## src/prsd_pkg.sv

```systemverilog
// ----------------------------------------------------------------------------
// prsd_pkg
// Shared types and constants of the run-length pixel stream decoder.
// ----------------------------------------------------------------------------
package prsd_pkg;

   // Configuration register indexes
   localparam int CSR_IDX_W = 2;
   localparam logic [CSR_IDX_W-1:0] CSR_FORMAT_CODE = 2'd0;
   localparam logic [CSR_IDX_W-1:0] CSR_ROW_BYTES   = 2'd1;
   localparam logic [CSR_IDX_W-1:0] CSR_IMAGE_ROWS  = 2'd2;
   localparam int CSR_DATA_W = 16;

   // Format code bits
   localparam int FMT_ALPHA_BIT = 0;
   localparam int FMT_RLE_BIT   = 1;

   // Header byte flag and pixel sizes
   localparam int RUN_FLAG_BIT = 7;
   localparam logic [2:0] RGB_BYTES  = 3'd3;
   localparam logic [2:0] RGBA_BYTES = 3'd4;

   // Reciprocal of 3 for values below 1024: q = (x * 683) >> 11
   localparam logic [19:0] DIV3_MUL   = 20'd683;
   localparam int          DIV3_SHIFT = 11;

   typedef enum logic [2:0] {
      PH_HEADER  = 3'b001,
      PH_RUN     = 3'b010,
      PH_LITERAL = 3'b100
   } phase_type;

endpackage

```

## src/prsd_if.sv

```systemverilog
// ----------------------------------------------------------------------------
// prsd interfaces
// Valid/ready channels of the decoder: stream bytes in, writes out, and the
// register write port.
// ----------------------------------------------------------------------------
interface prsd_req_if;
   logic       valid;
   logic       ready;
   logic [7:0] stream_byte;

   modport source (output valid, output stream_byte, input ready);
   modport sink   (input valid, input stream_byte, output ready);
endinterface

interface prsd_rsp_if;
   logic        valid;
   logic        ready;
   logic [31:0] pixel_bytes;
   logic [2:0]  byte_count;
   logic [6:0]  repeat_count;
   logic        image_done;
   logic        corrupt;

   modport source (output valid, output pixel_bytes, output byte_count,
                   output repeat_count, output image_done, output corrupt,
                   input ready);
   modport sink   (input valid, input pixel_bytes, input byte_count,
                   input repeat_count, input image_done, input corrupt,
                   output ready);
endinterface

interface prsd_csr_if;
   logic        valid;
   logic        ready;
   logic [1:0]  index;
   logic [15:0] data;

   modport source (output valid, output index, output data, input ready);
   modport sink   (input valid, input index, input data, output ready);
endinterface

```

## src/pixel_rle_stream_decoder.sv

```systemverilog
// ----------------------------------------------------------------------------
// pixel_rle_stream_decoder
// Decodes a raw or run-length encoded 8-bit RGB/RGBA stream, one byte a beat,
// into image buffer writes of one to four bytes repeated up to 127 times.
// The block takes one stream byte per cycle while rsp ready is high: a byte
// is captured in an input register, decoded combinationally by the
// header/run/literal state machine and the remaining-byte counter, and any
// write it causes lands in an output register. A byte waits in the input
// register only while the output register holds a write that the sink has
// not yet taken. Run headers consume no output; the pixel that follows a run
// header gives one write beat for the whole run. Once the image is full,
// further bytes are accepted and dropped. A write to a defined register
// restarts decoding; the user must make writes only while the block is idle,
// and the block does not enforce this.
// ----------------------------------------------------------------------------
module pixel_rle_stream_decoder
   import prsd_pkg::*;
(
   input  logic          clock,
   input  logic          reset,
   prsd_req_if.sink      req_chan,
   prsd_rsp_if.source    rsp_chan,
   prsd_csr_if.sink      csr_chan
);

   // Configuration registers
   logic [1:0]            format_ff;
   logic [CSR_DATA_W-1:0] row_bytes_ff;
   logic [CSR_DATA_W-1:0] image_rows_ff;

   // Decoder state
   phase_type   phase_ff,        phase_in;
   logic [8:0]  literal_left_ff, literal_left_in;
   logic [6:0]  run_length_ff,   run_length_in;
   logic [23:0] gather_ff,       gather_in;
   logic [1:0]  gather_idx_ff,   gather_idx_in;
   logic [31:0] remaining_ff,    remaining_in;   // image bytes still unwritten
   logic        overran_ff,      overran_in;

   // Input register
   logic        in_valid_ff;
   logic [7:0]  byte_ff;

   // Output register
   logic        out_valid_ff;
   logic [31:0] out_bytes_ff,  out_bytes_in;
   logic [2:0]  out_count_ff,  out_count_in;
   logic [6:0]  out_rep_ff,    out_rep_in;
   logic        out_done_ff,   out_done_in;
   logic        out_corrupt_ff, out_corrupt_in;
   logic        emit;

   logic advance;
   logic csr_write;
   logic req_take;

   // Decode helpers
   logic [2:0]  bpp;
   logic        rem_small;
   logic [8:0]  rem_lo;
   logic [31:0] rem_dec;
   logic [8:0]  hdr_bytes;
   logic [8:0]  run_bytes;
   logic        hdr_cut;
   logic [19:0] div3_prod;
   logic [7:0]  rem_div;
   logic [31:0] gathered;

   // Image size for the restart value of the remaining counter
   logic [CSR_DATA_W-1:0] size_a, size_b;
   logic [31:0]           image_size;

   assign csr_write = csr_chan.valid && csr_chan.ready;
   assign csr_chan.ready = 1'b1;

   // Drain the input register when the output register is free or emptying.
   assign advance  = in_valid_ff && (!out_valid_ff || rsp_chan.ready);
   assign req_chan.ready = !in_valid_ff || advance;
   assign req_take = req_chan.valid && req_chan.ready;

   // Product of the register set as it stands after this write.
   always_comb begin
      size_a = row_bytes_ff;
      size_b = image_rows_ff;
      if (csr_write && csr_chan.index == CSR_ROW_BYTES) begin
         size_a = csr_chan.data;
      end
      if (csr_write && csr_chan.index == CSR_IMAGE_ROWS) begin
         size_b = csr_chan.data;
      end
      image_size = 32'(size_a) * 32'(size_b);
   end

   assign bpp       = format_ff[FMT_ALPHA_BIT] ? RGBA_BYTES : RGB_BYTES;
   assign rem_small = (remaining_ff[31:9] == '0);
   assign rem_lo    = remaining_ff[8:0];
   assign rem_dec   = remaining_ff - 32'd1;

   // count * bytes-per-pixel for a 7-bit count, without a multiplier
   assign hdr_bytes = format_ff[FMT_ALPHA_BIT] ? {byte_ff[6:0], 2'b00}
                                               : ({1'b0, byte_ff[6:0], 1'b0}
                                                  + {2'b00, byte_ff[6:0]});
   assign run_bytes = format_ff[FMT_ALPHA_BIT] ? {run_length_ff, 2'b00}
                                               : ({1'b0, run_length_ff, 1'b0}
                                                  + {2'b00, run_length_ff});
   assign hdr_cut   = rem_small && (hdr_bytes > rem_lo);

   // Whole pixels that still fit: divide the small remainder by 3 or 4
   assign div3_prod = 20'(rem_lo) * DIV3_MUL;
   assign rem_div   = format_ff[FMT_ALPHA_BIT] ? {1'b0, rem_lo[8:2]}
                                               : div3_prod[DIV3_SHIFT+7:DIV3_SHIFT];

   // Complete pixel: gathered bytes plus the current one in the next slot
   always_comb begin
      case (gather_idx_ff)
         2'd0:    gathered = {24'd0, byte_ff};
         2'd1:    gathered = {16'd0, byte_ff, gather_ff[7:0]};
         2'd2:    gathered = {8'd0, byte_ff, gather_ff[15:0]};
         default: gathered = {byte_ff, gather_ff};
      endcase
   end

   // Decode of one stream byte
   always_comb begin
      phase_in        = phase_ff;
      literal_left_in = literal_left_ff;
      run_length_in   = run_length_ff;
      gather_in       = gather_ff;
      gather_idx_in   = gather_idx_ff;
      remaining_in    = remaining_ff;
      overran_in      = overran_ff;
      emit            = 1'b0;
      out_bytes_in    = {24'd0, byte_ff};
      out_count_in    = 3'd1;
      out_rep_in      = 7'd1;
      out_done_in     = 1'b0;
      out_corrupt_in  = 1'b0;

      if (remaining_ff == '0) begin
         // image full or empty: drop the byte
      end else if (!format_ff[FMT_RLE_BIT]) begin
         // raw pass-through
         remaining_in = rem_dec;
         emit         = 1'b1;
         out_done_in  = (remaining_ff == 32'd1);
      end else begin
         case (phase_ff)
            PH_RUN: begin
               if ({1'b0, gather_idx_ff} + 3'd1 < bpp) begin
                  // hold the byte until the pixel is complete
                  case (gather_idx_ff)
                     2'd0:    gather_in[7:0]   = byte_ff;
                     2'd1:    gather_in[15:8]  = byte_ff;
                     default: gather_in[23:16] = byte_ff;
                  endcase
                  gather_idx_in = gather_idx_ff + 2'd1;
               end else begin
                  phase_in      = PH_HEADER;
                  gather_in     = '0;
                  gather_idx_in = '0;
                  if (run_length_ff != '0) begin
                     remaining_in   = remaining_ff - 32'(run_bytes);
                     emit           = 1'b1;
                     out_bytes_in   = gathered;
                     out_count_in   = bpp;
                     out_rep_in     = run_length_ff;
                     out_done_in    = (remaining_ff == 32'(run_bytes));
                     out_corrupt_in = out_done_in && overran_ff;
                  end
               end
            end
            PH_LITERAL: begin
               remaining_in    = rem_dec;
               literal_left_in = literal_left_ff - 9'd1;
               if (literal_left_ff == 9'd1) begin
                  phase_in = PH_HEADER;
               end
               emit           = 1'b1;
               out_done_in    = (remaining_ff == 32'd1);
               out_corrupt_in = out_done_in && overran_ff;
            end
            default: begin
               // header byte; an unused phase code decodes as one too
               overran_in = hdr_cut;
               if (byte_ff[RUN_FLAG_BIT]) begin
                  run_length_in = hdr_cut ? rem_div[6:0] : byte_ff[6:0];
                  gather_in     = '0;
                  gather_idx_in = '0;
                  phase_in      = PH_RUN;
               end else begin
                  literal_left_in = hdr_cut ? rem_lo : hdr_bytes;
                  phase_in = (literal_left_in != '0) ? PH_LITERAL : PH_HEADER;
               end
            end
         endcase
      end
   end

   // Configuration registers
   always_ff @(posedge clock) begin
      if (reset) begin
         format_ff     <= '0;
         row_bytes_ff  <= 16'd1;
         image_rows_ff <= 16'd1;
      end else if (csr_write) begin
         case (csr_chan.index)
            CSR_FORMAT_CODE: format_ff     <= csr_chan.data[1:0];
            CSR_ROW_BYTES:   row_bytes_ff  <= csr_chan.data;
            CSR_IMAGE_ROWS:  image_rows_ff <= csr_chan.data;
            default: ;  // no register: ignore
         endcase
      end
   end

   // Decoder state: a register write restarts decoding
   always_ff @(posedge clock) begin
      if (reset) begin
         phase_ff        <= PH_HEADER;
         literal_left_ff <= '0;
         run_length_ff   <= '0;
         gather_ff       <= '0;
         gather_idx_ff   <= '0;
         remaining_ff    <= 32'd1;
         overran_ff      <= 1'b0;
      end else if (csr_write && (csr_chan.index == CSR_FORMAT_CODE ||
                                 csr_chan.index == CSR_ROW_BYTES ||
                                 csr_chan.index == CSR_IMAGE_ROWS)) begin
         phase_ff        <= PH_HEADER;
         literal_left_ff <= '0;
         run_length_ff   <= '0;
         gather_ff       <= '0;
         gather_idx_ff   <= '0;
         remaining_ff    <= image_size;
         overran_ff      <= 1'b0;
      end else if (advance) begin
         phase_ff        <= phase_in;
         literal_left_ff <= literal_left_in;
         run_length_ff   <= run_length_in;
         gather_ff       <= gather_in;
         gather_idx_ff   <= gather_idx_in;
         remaining_ff    <= remaining_in;
         overran_ff      <= overran_in;
      end
   end

   // Input register: take a beat whenever the slot is free or draining
   always_ff @(posedge clock) begin
      if (reset) begin
         in_valid_ff <= 1'b0;
      end else if (req_chan.ready) begin
         in_valid_ff <= req_chan.valid;
      end
   end

   always_ff @(posedge clock) begin
      if (req_take) begin
         byte_ff <= req_chan.stream_byte;
      end
   end

   // Output register: hold the write until the sink takes it
   always_ff @(posedge clock) begin
      if (reset) begin
         out_valid_ff <= 1'b0;
      end else if (advance) begin
         out_valid_ff <= emit;
      end else if (rsp_chan.ready) begin
         out_valid_ff <= 1'b0;
      end
   end

   always_ff @(posedge clock) begin
      if (advance && emit) begin
         out_bytes_ff   <= out_bytes_in;
         out_count_ff   <= out_count_in;
         out_rep_ff     <= out_rep_in;
         out_done_ff    <= out_done_in;
         out_corrupt_ff <= out_corrupt_in;
      end
   end

   assign rsp_chan.valid        = out_valid_ff;
   assign rsp_chan.pixel_bytes  = out_bytes_ff;
   assign rsp_chan.byte_count   = out_count_ff;
   assign rsp_chan.repeat_count = out_rep_ff;
   assign rsp_chan.image_done   = out_done_ff;
   assign rsp_chan.corrupt      = out_corrupt_ff;

endmodule
```

## src/flat_wrapper.sv

```systemverilog
// flat-port wrapper written by rule: the top's interface ports become plain ports
module pixel_rle_stream_decoder_flat import prsd_pkg::*;
  (clock, reset, req_chan_valid, req_chan_stream_byte, req_chan_ready, rsp_chan_valid, rsp_chan_pixel_bytes, rsp_chan_byte_count, rsp_chan_repeat_count, rsp_chan_image_done, rsp_chan_corrupt, rsp_chan_ready, csr_chan_valid, csr_chan_index, csr_chan_data, csr_chan_ready);
  prsd_req_if req_chan_i ();
  prsd_rsp_if rsp_chan_i ();
  prsd_csr_if csr_chan_i ();
  input  logic clock;
  input  logic reset;
  input wire logic [$bits(req_chan_i.valid)-1:0] req_chan_valid;
  input wire logic [$bits(req_chan_i.stream_byte)-1:0] req_chan_stream_byte;
  output wire logic [$bits(req_chan_i.ready)-1:0] req_chan_ready;
  output wire logic [$bits(rsp_chan_i.valid)-1:0] rsp_chan_valid;
  output wire logic [$bits(rsp_chan_i.pixel_bytes)-1:0] rsp_chan_pixel_bytes;
  output wire logic [$bits(rsp_chan_i.byte_count)-1:0] rsp_chan_byte_count;
  output wire logic [$bits(rsp_chan_i.repeat_count)-1:0] rsp_chan_repeat_count;
  output wire logic [$bits(rsp_chan_i.image_done)-1:0] rsp_chan_image_done;
  output wire logic [$bits(rsp_chan_i.corrupt)-1:0] rsp_chan_corrupt;
  input wire logic [$bits(rsp_chan_i.ready)-1:0] rsp_chan_ready;
  input wire logic [$bits(csr_chan_i.valid)-1:0] csr_chan_valid;
  input wire logic [$bits(csr_chan_i.index)-1:0] csr_chan_index;
  input wire logic [$bits(csr_chan_i.data)-1:0] csr_chan_data;
  output wire logic [$bits(csr_chan_i.ready)-1:0] csr_chan_ready;
  assign req_chan_i.valid = req_chan_valid;
  assign req_chan_i.stream_byte = req_chan_stream_byte;
  assign req_chan_ready = req_chan_i.ready;
  assign rsp_chan_valid = rsp_chan_i.valid;
  assign rsp_chan_pixel_bytes = rsp_chan_i.pixel_bytes;
  assign rsp_chan_byte_count = rsp_chan_i.byte_count;
  assign rsp_chan_repeat_count = rsp_chan_i.repeat_count;
  assign rsp_chan_image_done = rsp_chan_i.image_done;
  assign rsp_chan_corrupt = rsp_chan_i.corrupt;
  assign rsp_chan_i.ready = rsp_chan_ready;
  assign csr_chan_i.valid = csr_chan_valid;
  assign csr_chan_i.index = csr_chan_index;
  assign csr_chan_i.data = csr_chan_data;
  assign csr_chan_ready = csr_chan_i.ready;
  pixel_rle_stream_decoder u_core (.clock(clock), .reset(reset), .req_chan(req_chan_i), .rsp_chan(rsp_chan_i), .csr_chan(csr_chan_i));
endmodule
```

## config.mk

```make
export PLATFORM = sky130hd
export DESIGN_NAME = pixel_rle_stream_decoder_flat
export DESIGN_NICKNAME = d
export VERILOG_FILES = /design/src/prsd_pkg.sv /design/src/prsd_if.sv /design/src/pixel_rle_stream_decoder.sv /design/src/flat_wrapper.sv
export SDC_FILE = /design/constraint.sdc
export NUM_CORES = 1
export LEC_CHECK = 0
export BUFFER_PORTS_ARGS = -buffer_cell sky130_fd_sc_hd__buf_2
export CORE_ASPECT_RATIO = 1.25
export CORE_MARGIN = 3
export CORE_UTILIZATION = 30
export CTS_CLUSTER_DIAMETER = 30
export DETAILED_ROUTE_END_ITERATION = 6
export PLACE_DENSITY = 0.5
export SLEW_MARGIN = 30
export SYNTH_ARGS = -nofsm -noshare
export SYNTH_HDL_FRONTEND = slang
export SYNTH_SLANG_ARGS = --single-unit
```

## constraint.sdc

```tcl
create_clock -name clock -period 19 [get_ports clock]
set_input_delay 0.95 -clock clock [delete_from_list [all_inputs] [get_ports clock]]
set_output_delay 0.95 -clock clock [all_outputs]
set_load 0.1 [all_outputs]
```

* Word level (Yosys, flattened, before mapping) *
Index checks and enable logic that the tools add are counted.

word-level totals
  input port bits = 31
  bits in writable memories = 0
  memory bits (read-only) = 0
  bits in latches = 0
  memories = 0
  output and inout bits = 47
  word-level logic and storage cells = 149
  register bits after elaboration = 166

operators by class
  muxes and demuxes = 51
  add/subtract/negate cells = 7
  reductions and logical operators = 41
  shift-type cells = 0
  $mul = 2
  bitwise logic cells = 6
  equal/unequal tests = 19
  divide/modulo/power cells = 0
  $lt $le $gt $ge = 2

operators with widths
  operator                                               count
  two-way mux 32 bit                                     6
  case mux 32 bit (3 select lines)                       1
  two-way mux 8 bit                                      8
  case mux 32 bit (2 select lines)                       1
  two-way mux 24 bit                                     2
  case mux 24 bit (2 select lines)                       1
  two-way mux 9 bit                                      4
  equality test 32 x 1 -> 1 bit (second input constant)  1
  equality test 32 x 9 -> 1 bit                          1
  zero test 32 bit                                       1
  multiplier 16 x 16 -> 32 bit                           1
  two-way mux 16 bit                                     2
  subtractor 32 x 1 -> 32 bit (second input constant)    1
  subtractor 32 x 9 -> 32 bit                            1
  AND reduction 5 bit                                    5
  zero test 23 bit                                       1
  adder 8 x 7 -> 9 bit                                   2
  multiplier 9 x 10 -> 18 bit (second input constant)    1
  case mux 9 bit (2 select lines)                        1
  AND reduction 6 bit                                    3
  two-way mux 3 bit                                      5
  two-way mux 7 bit                                      2
  inequality test 4 bit (second input constant)          3
  two-way mux 1 bit                                      11
  29 further kinds                                       63

* Longest topological paths before layout *
Gate-level depths: netlist of the first run.

  depth in word-level cells = 10
  depth in mapped cells = 26
  gate-level depth less buffers = 24

* Least setup slack after synthesis of the first run *
Ideal clock, no wire load.

  path kind = in2reg
  start point = input port csr_chan_index[1]
  end point = register u_core.remaining_ff[31]
  required time = 18897 ps
  setup slack = 11213 ps
  path buffers = 3
  stages = 25
  arrival = 7684 ps
  path through = nand3b_1 buf_1 buf_1 mux2i_1 nor2_1 fa_1 inv_1 fa_1 fa_1 inv_1 fa_1 fa_1 inv_1 fa_1 inv_1 ha_1 buf_2 nand3_1 or4_1 o221ai_2 a21oi_1 o21ai_1 nand3_1 mux2i_1 a2111oi_2

between the ends
  longest elaborated chain between the ends = 6
  elaborated cells between the ends (all ways) = 18
  those cells by class = mul (1); eq/ne (6); mux (3); reduce/logical (8)

ends and longest elaborated chain
  item                                                                                  line                             RTL
  start, declared                                                                       flat_wrapper.sv:20               input wire logic [$bits(csr_chan_i.index)-1:0] csr_chan_index;
  parallel branches: the longest is 6 deep, another holds multiplier 16 x 16 -> 32 bit  -
  end signal, assigned                                                                  pixel_rle_stream_decoder.sv:233  remaining_ff <= image_size;
  end signal, assigned                                                                  pixel_rle_stream_decoder.sv:241  remaining_ff <= remaining_in;
  end, declared                                                                         pixel_rle_stream_decoder.sv:37   logic [31:0] remaining_ff, remaining_in;

Parallel ways; which one is timed is not known.
A chain may end at the register's enable or synchronous reset.

* Worst setup path after layout of the first run *
  start point = input port csr_chan_index[0]
  end point = register u_core.remaining_ff[31]

The elaborated chain is that of the path after synthesis.

==> results.cfg, run 1 <==
[synth]
syn_area_um2 = 19000
synth_top_cell_by_area = fa_1
synth_fp_nets = 2577
netlist-cell-type-count = 91
syn_inst = 2131
async_flop_share = 0
syn_area_per_cell_um2 = 8.90
yosysSeqAreaShare = 0.203
ys_ff_latch = 166
synth_edf_count = 52
synth_area_leaders = fa_1, ha_1, dfxtp_1
synth_flop_cell = dfxtp_1
synth_top_area_share = 0.229
ys_warn_count = 0

[worst_setup_path]
end_kind = flop
crit_required_ns = 19.37
worstPathArrival_ns = 8.40
cp_max_fo = 29
critPathKind = primary input to flop
start_kind = primary input
rrSetupSlack_ns = 11.87

[final_layout]
final_cells = 3022
nets = 2623
layout_common_cells = inv_1, nor2_1, fa_1
insertedDiodeCount = 0
syn2layout_area_growth_pct = 10.2
drive_above_1_share = 0.0932
fin_util = 0.336
layout_commonest_cell = inv_1

[die]
die_width_um = 231
die_area_um2 = 66300
io_pins = 78
start_util = 0.305
fp-row-count = 102
core_um2 = 62300
die_y_um = 287

[routing]
drcViolationCount = 0
avgRoutedWirePerCell_um = 18.8
drt-vias-per-instance = 5.02
drt_pre_antenna_iters = 5
wirelength_um = 56700
ant_nets = 0
num_vias = 15200
drt_iter0_markers = 828

[grt]
grt_pass1_wl_um = 89000
grt_max_degree = 64
antenna_found_initial = 0
grt_pass1_vias = 15900
track_usage = 0.174
overflow = 0

[clocking]
cts_buffer_depth = 2
numCtsBuffers = 17
clk_latency_ns = 0.49
postCtsSetupRepairBufs = 0
cts.sinks = 166
clk_pin_slew_worst_paths_ns = 0.07
cts_tree = done
ctsHoldBuffers = 0
cts_resized = 0
htree_levels = 4
cts_root_buf = clkbuf_16

[sta]
slew_violations = 0
worstMarginPinSlew_ns = 0.966
fmax_ghz = 0.125
finalHoldViolCount = 0
fin_crit_ns = 8.03
rsz0062_at_grt = no
setup-violations-final = 0
slew_headroom = 0.338
finClkSkew_ns = 0.0237
finalSetupTns_ns = 0
period_share = 0.422

[power_and_ir_drop]
ir_drop_uv = 78.6
power_frac_seq = 0.341
clock_power_share = 0.307
power_density_nw_per_um2 = 55.4
p_leak_nw = 9.49
netSwitchingFraction = 0.384
internal-power_w = 0.000714
p_comb_frac = 0.351
p_sw_w = 0.000445

[place]
placed_cells = 2990
port_buffers = 76
globalplace.congestion = 0.920
dp.final_hpwl_um = 45800

[min_path]
worstHoldPathType = flop to flop

[status]
status = completed

[job]
max_cap_viol_count = 0
[metal layers]
layer,GRT usage,share of wire
met2,0.317,0.51
met3,0.0231,0.038
met4,0.0767,0.041
met1,0.202,0.41
met5,0,0
[cell families after synthesis]
logic type,Yosys count,synth area share
fa+ha+maj,415,0.360
simple gates,706,0.170
compound gates,317,0.114
flops,166,0.203
other cells,1,0.000198
mux,97,0.0533
xor+xnor,54,0.0249
buf+inv,375,0.0757
[power groups by stage]
stage / clock network [W] / registers [W] / logic, W
6_report: 0.000356 / 0.000395 / 0.000407
5_1_grt: 0.000378 / 0.000397 / 0.000456
4_1_cts: 0.000366 / 0.000395 / 0.000412
3_5_place_dp: 0 / 0.000403 / 0.000408
3_3_place_gp: 0 / 0.000403 / 0.000401
2_1_floorplan: 0 / 0.000426 / 0.000269
[Yosys cell counts, drive strengths merged (24+ instances only)]
master  count
nor3       40
fa        217
nand3      29
xor2       27
mux2i      65
ha        198
inv       302
mux2       32
o21ai      63
edfxtp     52
nor2      291
and3       24
nand2     208
dfxtp     114
xnor2      27
a211oi     27
a21oi      81
clkbuf     55
[final cells by class]
class                   count  area (µm²)
fillers                  6576       41400
multi-input cells        1590       13700
flip-flops and latches    166        3840
inverters                 303        1140
well taps                 832        1040
repair buffers             99         553
clock buffers              20         458
clock inverters            12         133
[worst paths after layout]
kind                             startpoint                   endpoint  cells past startpoint
setup / recovery          csr_chan_index[0]    u_core.remaining_ff[31]                     25
hold / removal    u_core.literal_left_ff[6]  u_core.literal_left_ff[6]                      2
setup reg to reg    u_core.image_rows_ff[5]    u_core.remaining_ff[31]                     22
hold reg to reg   u_core.literal_left_ff[6]  u_core.literal_left_ff[6]                      2
[registers in the layout, summed over array words and instances, names as in the netlist, 2 cells and up]
name / flops
u_core.format_ff: 2
u_core.row_bytes_ff: 16
u_core.gather_ff: 24
u_core.image_rows_ff: 16
u_core.run_length_ff: 7
u_core.rsp_chan.pixel_bytes: 32
u_core.byte_ff: 8
u_core.rsp_chan.byte_count: 3
u_core.literal_left_ff: 9
u_core.phase_ff: 3
u_core.remaining_ff: 32
u_core.gather_idx_ff: 2
u_core.rsp_chan.repeat_count: 7
[critical path, stage by stage]
cell and delay [ns]:
buf_2 0.11, nand3b_1 0.10, buf_4 0.40, mux2i_1 0.81, buf_4 0.31, nor2_1 0.07, fa_1 0.55, inv_1 0.05
fa_1 0.45, fa_1 0.51, inv_1 0.06, fa_1 0.51, fa_1 0.51, inv_1 0.05, fa_1 0.47, inv_1 0.04
ha_1 0.35, nand3_1 0.11, or4_1 0.59, o221ai_2 0.35, a21oi_1 0.21, o21ai_1 0.24, nand3_1 0.13, mux2i_1 0.14
a2111oi_2 0.28
[through the flow]
stage                     instance area, µm²  total power (W)  setup slack (ns)  hold slack [ns]
after floorplan                        19000         0.000695             11.21            0.450
after global placement                 20300         0.000804             10.72            0.471
after detailed placement               20300         0.000811             10.55            0.474
after CTS                              20900          0.00117             11.07            0.486
after global routing                   20900          0.00123             10.66            0.527
final                                  20900          0.00116             10.97            0.485
Power figures use the tool's default switching activity.
==> inputs of run 2 (changes only) <==
==> constraint.sdc (replaced) <==
create_clock -name clock -period 7.8 [get_ports clock]
set_input_delay 0.39 -clock clock [delete_from_list [all_inputs] [get_ports clock]]
set_output_delay 0.39 -clock clock [all_outputs]
set_load 0.1 [all_outputs]
==> run 2 against run 1 <==
Against the previous run:
- worst setup slack worse by 10 ns
- sequential cell count stayed put
- global-route usage is 0.25 points higher
- first-iteration DRC count is 10% higher
- count of clock-buffer cells in the layout is 3 lower
- power is 150% higher
- cell count is 0.69% higher
- sequential share of layout area is 0.17 points lower
- register-to-register slack worse by 11 ns
- core utilization is 0.31 points higher
- die area stayed put
- via count is 2.2% higher
==> results.cfg, run 2 (synthesized netlist as in run 1, its figures left out) <==
[power_and_ir_drop]
power_density_nw_per_um2 = 136
p_leak_nw = 9.65
ir_drop_uv = 202

[die]
die_area_um2 = 66300
die_width_um = 231
start_util = 0.305
io_pins = 78
core_um2 = 62300
die_y_um = 287
fp-row-count = 102

[routing]
drcViolationCount = 0
wirelength_um = 58100
drt_pre_antenna_iters = 6
drt_iter0_markers = 914
drt-vias-per-instance = 5.09
ant_nets = 0
num_vias = 15500
avgRoutedWirePerCell_um = 19.1

[sta]
slew_headroom = 0.403
rsz0062_at_grt = no
finalSetupTns_ns = 0
period_share = 0.877
finalHoldViolCount = 0
fin_crit_ns = 6.84
slew_violations = 0
fmax_ghz = 0.146
setup-violations-final = 0
worstMarginPinSlew_ns = 0.895
finClkSkew_ns = 0.0191

[worst_setup_path]
rrSetupSlack_ns = 1.17
cp_slowest_cell = a21boi_0
r2r_cells = 22
end_kind = flop
start_kind = primary input
cpMostUsedCell = fa_1
cpLargestDelayFamily = adder cells
crit_start = csr_chan_index[0]
worstPathArrival_ns = 7.24
cp_max_fo = 17
path_buf_inv = 8
critPathKind = primary input to flop
slowest_delay_ns = 0.66
cp_num_cells = 24
crit_chain = buf_2 > nand3b_1 > buf_4 > buf_4 > mux2i_1 > buf_4 > nor2_1 > fa_1 > inv_1 > fa_1 > inv_1 > fa_1 > fa_1 > fa_1 > inv_1 > fa_1 > inv_1 > ha_1 > and3_1 > a21boi_0 > o211ai_1 > a21boi_0 > a2111oi_0 > a211oi_1
crit_required_ns = 8.20
reg2reg_from = u_core.row_bytes_ff[7]
reg2reg_to = u_core.remaining_ff[31]
cp-endpoint = u_core.remaining_ff[24]

[job]
max_cap_viol_count = 0

[final_layout]
drive_above_1_share = 0.100
final_cells = 3043
fin_util = 0.339
layout_commonest_cell = inv_1
syn2layout_area_growth_pct = 11.2
nets = 2644
layout_common_cells = inv_1, nor2_1, fa_1
insertedDiodeCount = 0

[min_path]
worstHoldPathType = primary input to flop

[clocking]
cts_root_buf = clkbuf_16
htree_levels = 4
cts.sinks = 166
cts_resized = 0
clk_latency_ns = 0.50
numCtsBuffers = 17
ctsHoldBuffers = 0
clk_pin_slew_worst_paths_ns = 0.07
cts_tree = done
cts_buffer_depth = 2
postCtsSetupRepairBufs = 0

[grt]
track_usage = 0.176
grt_pass1_vias = 15900
antenna_found_initial = 0
overflow = 0
grt_pass1_wl_um = 90500
grt_max_degree = 64

[place]
dp.final_hpwl_um = 46700
globalplace.congestion = 0.939
port_buffers = 76
placed_cells = 3011

[status]
status = completed
run 2: changes by cell type in the layout (fill, tap and decap cells not counted), moves of 2 or more:
cell	change
mux2i_1	+5
inv_6	-3
clkinvlp_4	-3
clkinv_2	+2
clkinv_8	+2
buf_12	+4
mux2i_2	-4
buf_4	+17
inv_8	+4
clkbuf_1	-2
run 2: worst min-delay path by stage:
stage,from,endpoint,depth (start not counted)
floorplan,u_core.overran_ff,u_core.overran_ff,2
finish,req_chan_stream_byte[5],u_core.byte_ff[5],1
CTS,req_chan_stream_byte[1],u_core.byte_ff[1],1
global route,req_chan_stream_byte[1],u_core.byte_ff[1],1
global placement,u_core.literal_left_ff[6],u_core.literal_left_ff[6],2
detailed placement,u_core.overran_ff,u_core.overran_ff,2
run 2: power by group:
group,internal (W),total (W),switching [W]
sequential,0.000923,0.000966,0.0000430
combinational,0.000356,0.000998,0.000642
clock,0.000459,0.000900,0.000441
total,0.00174,0.00286,0.00113
run 2: per-stage QoR:
step / hold WS, ns / setup slack (ns) / area [µm²] / power, W
floorplan: 0.450 / 0.573 / 19000 / 0.00169
global placement: 0.474 / 0.583 / 20500 / 0.00197
detailed placement: 0.480 / 0.492 / 20500 / 0.00198
CTS: 0.0463 / 0.996 / 21100 / 0.00289
global route: 0.0510 / 0.571 / 21100 / 0.00304
finish: 0.0729 / 0.959 / 21100 / 0.00286
run 2: routing by layer:
metal / part of all wire / track usage / wire, µm
met1: 0.41 / 0.208 / 23500
met2: 0.51 / 0.320 / 29900
met3: 0.043 / 0.0234 / 2480
met4: 0.038 / 0.0715 / 2200
met5: 0 / 0 / 0
run 2: layout make-up:
class                           instances  area [µm²]
Fill cell                            6574       41200
Multi-Input combinational cell       1590       13700
Sequential cell                       166        3840
Inverter                              303        1140
Tap cell                              832        1040
Timing Repair Buffer                  120         761
Clock buffer                           17         425
Clock inverter                         15         180
==> inputs of run 3 (changes only) <==
--- a/config.mk
+++ b/config.mk
@@ -5,6 +5,7 @@
 export SDC_FILE = /design/constraint.sdc
 export NUM_CORES = 1
 export LEC_CHECK = 0
+export ABC_AREA = 1
 export BUFFER_PORTS_ARGS = -buffer_cell sky130_fd_sc_hd__buf_2
 export CORE_ASPECT_RATIO = 1.25
 export CORE_MARGIN = 3
@@ -12,7 +13,6 @@
 export CTS_CLUSTER_DIAMETER = 30
 export DETAILED_ROUTE_END_ITERATION = 6
 export PLACE_DENSITY = 0.5
-export SLEW_MARGIN = 30
 export SYNTH_ARGS = -nofsm -noshare
 export SYNTH_HDL_FRONTEND = slang
 export SYNTH_SLANG_ARGS = --single-unit
==> run 3 against run 2 <==
Against the previous run:
- via count rose by 14%
- combinational power rose by 120%
- sequential power barely moved
- register-to-register slack improved by 0.11 ns
- count of clock-buffer cells in the layout did not move
- design area rose by 4.7%
- first-iteration DRC count rose by 29%
- critical path depth rose by 8
- cell count rose by 19%
- largest power group unchanged
==> results.cfg, run 3 <==
[status]
status = completed

[routing]
drt_pre_antenna_iters = 6
drt_iter0_markers = 1177
drt-vias-per-instance = 4.90
drcViolationCount = 0
wirelength_um = 63500
num_vias = 17700
avgRoutedWirePerCell_um = 17.5
ant_nets = 0

[synth]
syn_inst = 2686
synth_compound_area_frac = 0.125
syn_area_per_cell_um2 = 7.47
async_flop_share = 0
synth_most_common_cell = inv_1
synth_flop_cell = dfxtp_1
synth_top_family_by_area = adder cells
yosysSeqAreaShare = 0.192
synthAdderAreaFrac = 0.340
synth_edf_count = 52
yosys.area_share.simple = 0.216
netlist-cell-type-count = 60
synth_top_cell_by_area = fa_1
synth_top_area_share = 0.217
synthMuxAreaShare = 0
synth_fp_nets = 3132
ys_ff_latch = 166
syn_area_um2 = 20100
synth_commonest_cells = inv_1, nand2_1, nor2_1
synth_area_leaders = fa_1, ha_1, dfxtp_1
synth_xor_area_frac = 0.0135
ys_warn_count = 0

[power_and_ir_drop]
netSwitchingFraction = 0.479
ir_drop_uv = 197
clock_power_share = 0.219
power_density_nw_per_um2 = 184
p_sw_w = 0.00195
p_leak_nw = 10.8
power_frac_seq = 0.246
internal-power_w = 0.00212
p_comb_frac = 0.535

[clocking]
ctsHoldBuffers = 0
cts_resized = 0
clk_latency_ns = 0.49
htree_levels = 4
numCtsBuffers = 17
cts_root_buf = clkbuf_16
cts.sinks = 166
clk_pin_slew_worst_paths_ns = 0.07
postCtsSetupRepairBufs = 0
cts_tree = done
cts_buffer_depth = 2

[worst_setup_path]
path_buf_inv = 12
slowest_delay_ns = 0.53
cp_slowest_cell = fa_1
worstPathArrival_ns = 7.26
cpMostUsedCell = inv_1
cpLargestDelayFamily = adder cells
critPathKind = primary input to flop
cp_max_fo = 16
crit_required_ns = 8.21
start_kind = primary input
end_kind = flop

[sta]
finalSetupTns_ns = 0
fin_crit_ns = 6.84
slew_headroom = 0.189
slew_violations = 0
finalHoldViolCount = 0
setup-violations-final = 0
finClkSkew_ns = 0.0178
fmax_ghz = 0.146
rsz0062_at_grt = no
period_share = 0.877
worstMarginPinSlew_ns = 1.22

[place]
placed_cells = 3587
port_buffers = 76
globalplace.congestion = 0.962
place_area_um2 = 21500
dp.final_hpwl_um = 51600

[final_layout]
drive_above_1_share = 0.0764
nets = 3196
layout_common_cells = inv_1, nand2_1, nor2_1
layout_commonest_cell = inv_1
syn2layout_area_growth_pct = 10.1
final_cell_area_um2 = 22100
fillers = 7048
final_cells = 3619
insertedDiodeCount = 0

[die]
die_y_um = 295
io_pins = 78
core_um2 = 66000
die_width_um = 237
start_util = 0.304
fp-row-count = 105
die_area_um2 = 70000

[grt]
grt_max_degree = 50
grt_pass1_vias = 18200
antenna_found_initial = 1
track_usage = 0.185
overflow = 0
grt_pass1_wl_um = 102000

[min_path]
worstHoldPathType = primary input to flop

[job]
max_cap_viol_count = 0
-- run 3: changes by cell type in the layout (fill, tap and decap cells not counted), sizes merged, moves of 15 or more --
cell | before | now
a211oi | 27 | 5
a21o | 21 | 6
a21oi | 81 | 187
and2 | 15 | 0
and3 | 24 | 3
inv | 309 | 511
mux2 | 32 | 0
mux2i | 65 | 0
nand2 | 208 | 495
nand2b | 16 | 0
nand3 | 29 | 122
nor2 | 291 | 332
o21ai | 63 | 203
xnor2 | 27 | 12
-- run 3: path summary, 6_finish.rpt --
kind / startpoint / to / slack, ns / depth (start not counted)
setup / recovery: csr_chan_index[0] / u_core.remaining_ff[22] / 0.96 / 32
hold / removal: req_chan_stream_byte[5] / u_core.byte_ff[5] / 0.08 / 1
setup reg to reg: u_core.image_rows_ff[7] / u_core.remaining_ff[22] / 1.28 / 29
hold reg to reg: u_core.gather_ff[0] / u_core.gather_ff[0] / 0.45 / 2
-- run 3: final cells by class --
class                           instances  area (µm²)  share of cell area
Clock buffer                           17         425              0.0193
Clock inverter                         15         161             0.00731
Sequential cell                       166        3840               0.174
Inverter                              514        1930              0.0873
Timing Repair Buffer                  120         711              0.0322
Tap cell                              856        1070              0.0485
Multi-Input combinational cell       1931       13900               0.631
-- run 3: kinds of logic (layout without fill, tap and decap cells) --
| family | after synthesis | in the layout |
|---|---|---|
| adders and majority gates | 415 | 415 |
| buffers and inverters | 589 | 666 |
| other | 1 | 1 |
| xor gates and xnor gates | 31 | 31 |
| and+or+nand+nor | 1025 | 1025 |
| DFF | 166 | 166 |
| AOI/OAI and AO/OA | 459 | 459 |
-- run 3: power groups by stage --
stage	clock network (W)	registers [W]	logic (W)
2_1_floorplan	0	0.00107	0.00150
3_3_place_gp	0	0.00102	0.00216
3_5_place_dp	0	0.00102	0.00216
4_1_cts	0.000917	0.00100	0.00219
5_1_grt	0.000942	0.00101	0.00249
6_report	0.000891	0.00100	0.00218
-- run 3: stage by stage --
step / setup WS [ns] / power [W] / hold slack, ns / utilization
finish: 0.959 / 0.00407 / 0.0795 / 0.335
global route: 0.566 / 0.00444 / 0.0560 / 0.335
CTS: 1.09 / 0.00411 / 0.0484 / 0.335
detailed placement: 0.616 / 0.00318 / 0.441 / 0.326
global placement: 0.684 / 0.00318 / 0.437 / 0.326
floorplan: 1.68 / 0.00257 / 0.423 / -
-- run 3: metal layers --
metal,vias up,GRT usage,wire (µm)
met1,8571,0.235,27300
li1,8624,-,-
met3,94,0.0220,2660
met4,0,0.0665,2050
met2,450,0.324,31400
met5,-,0,0
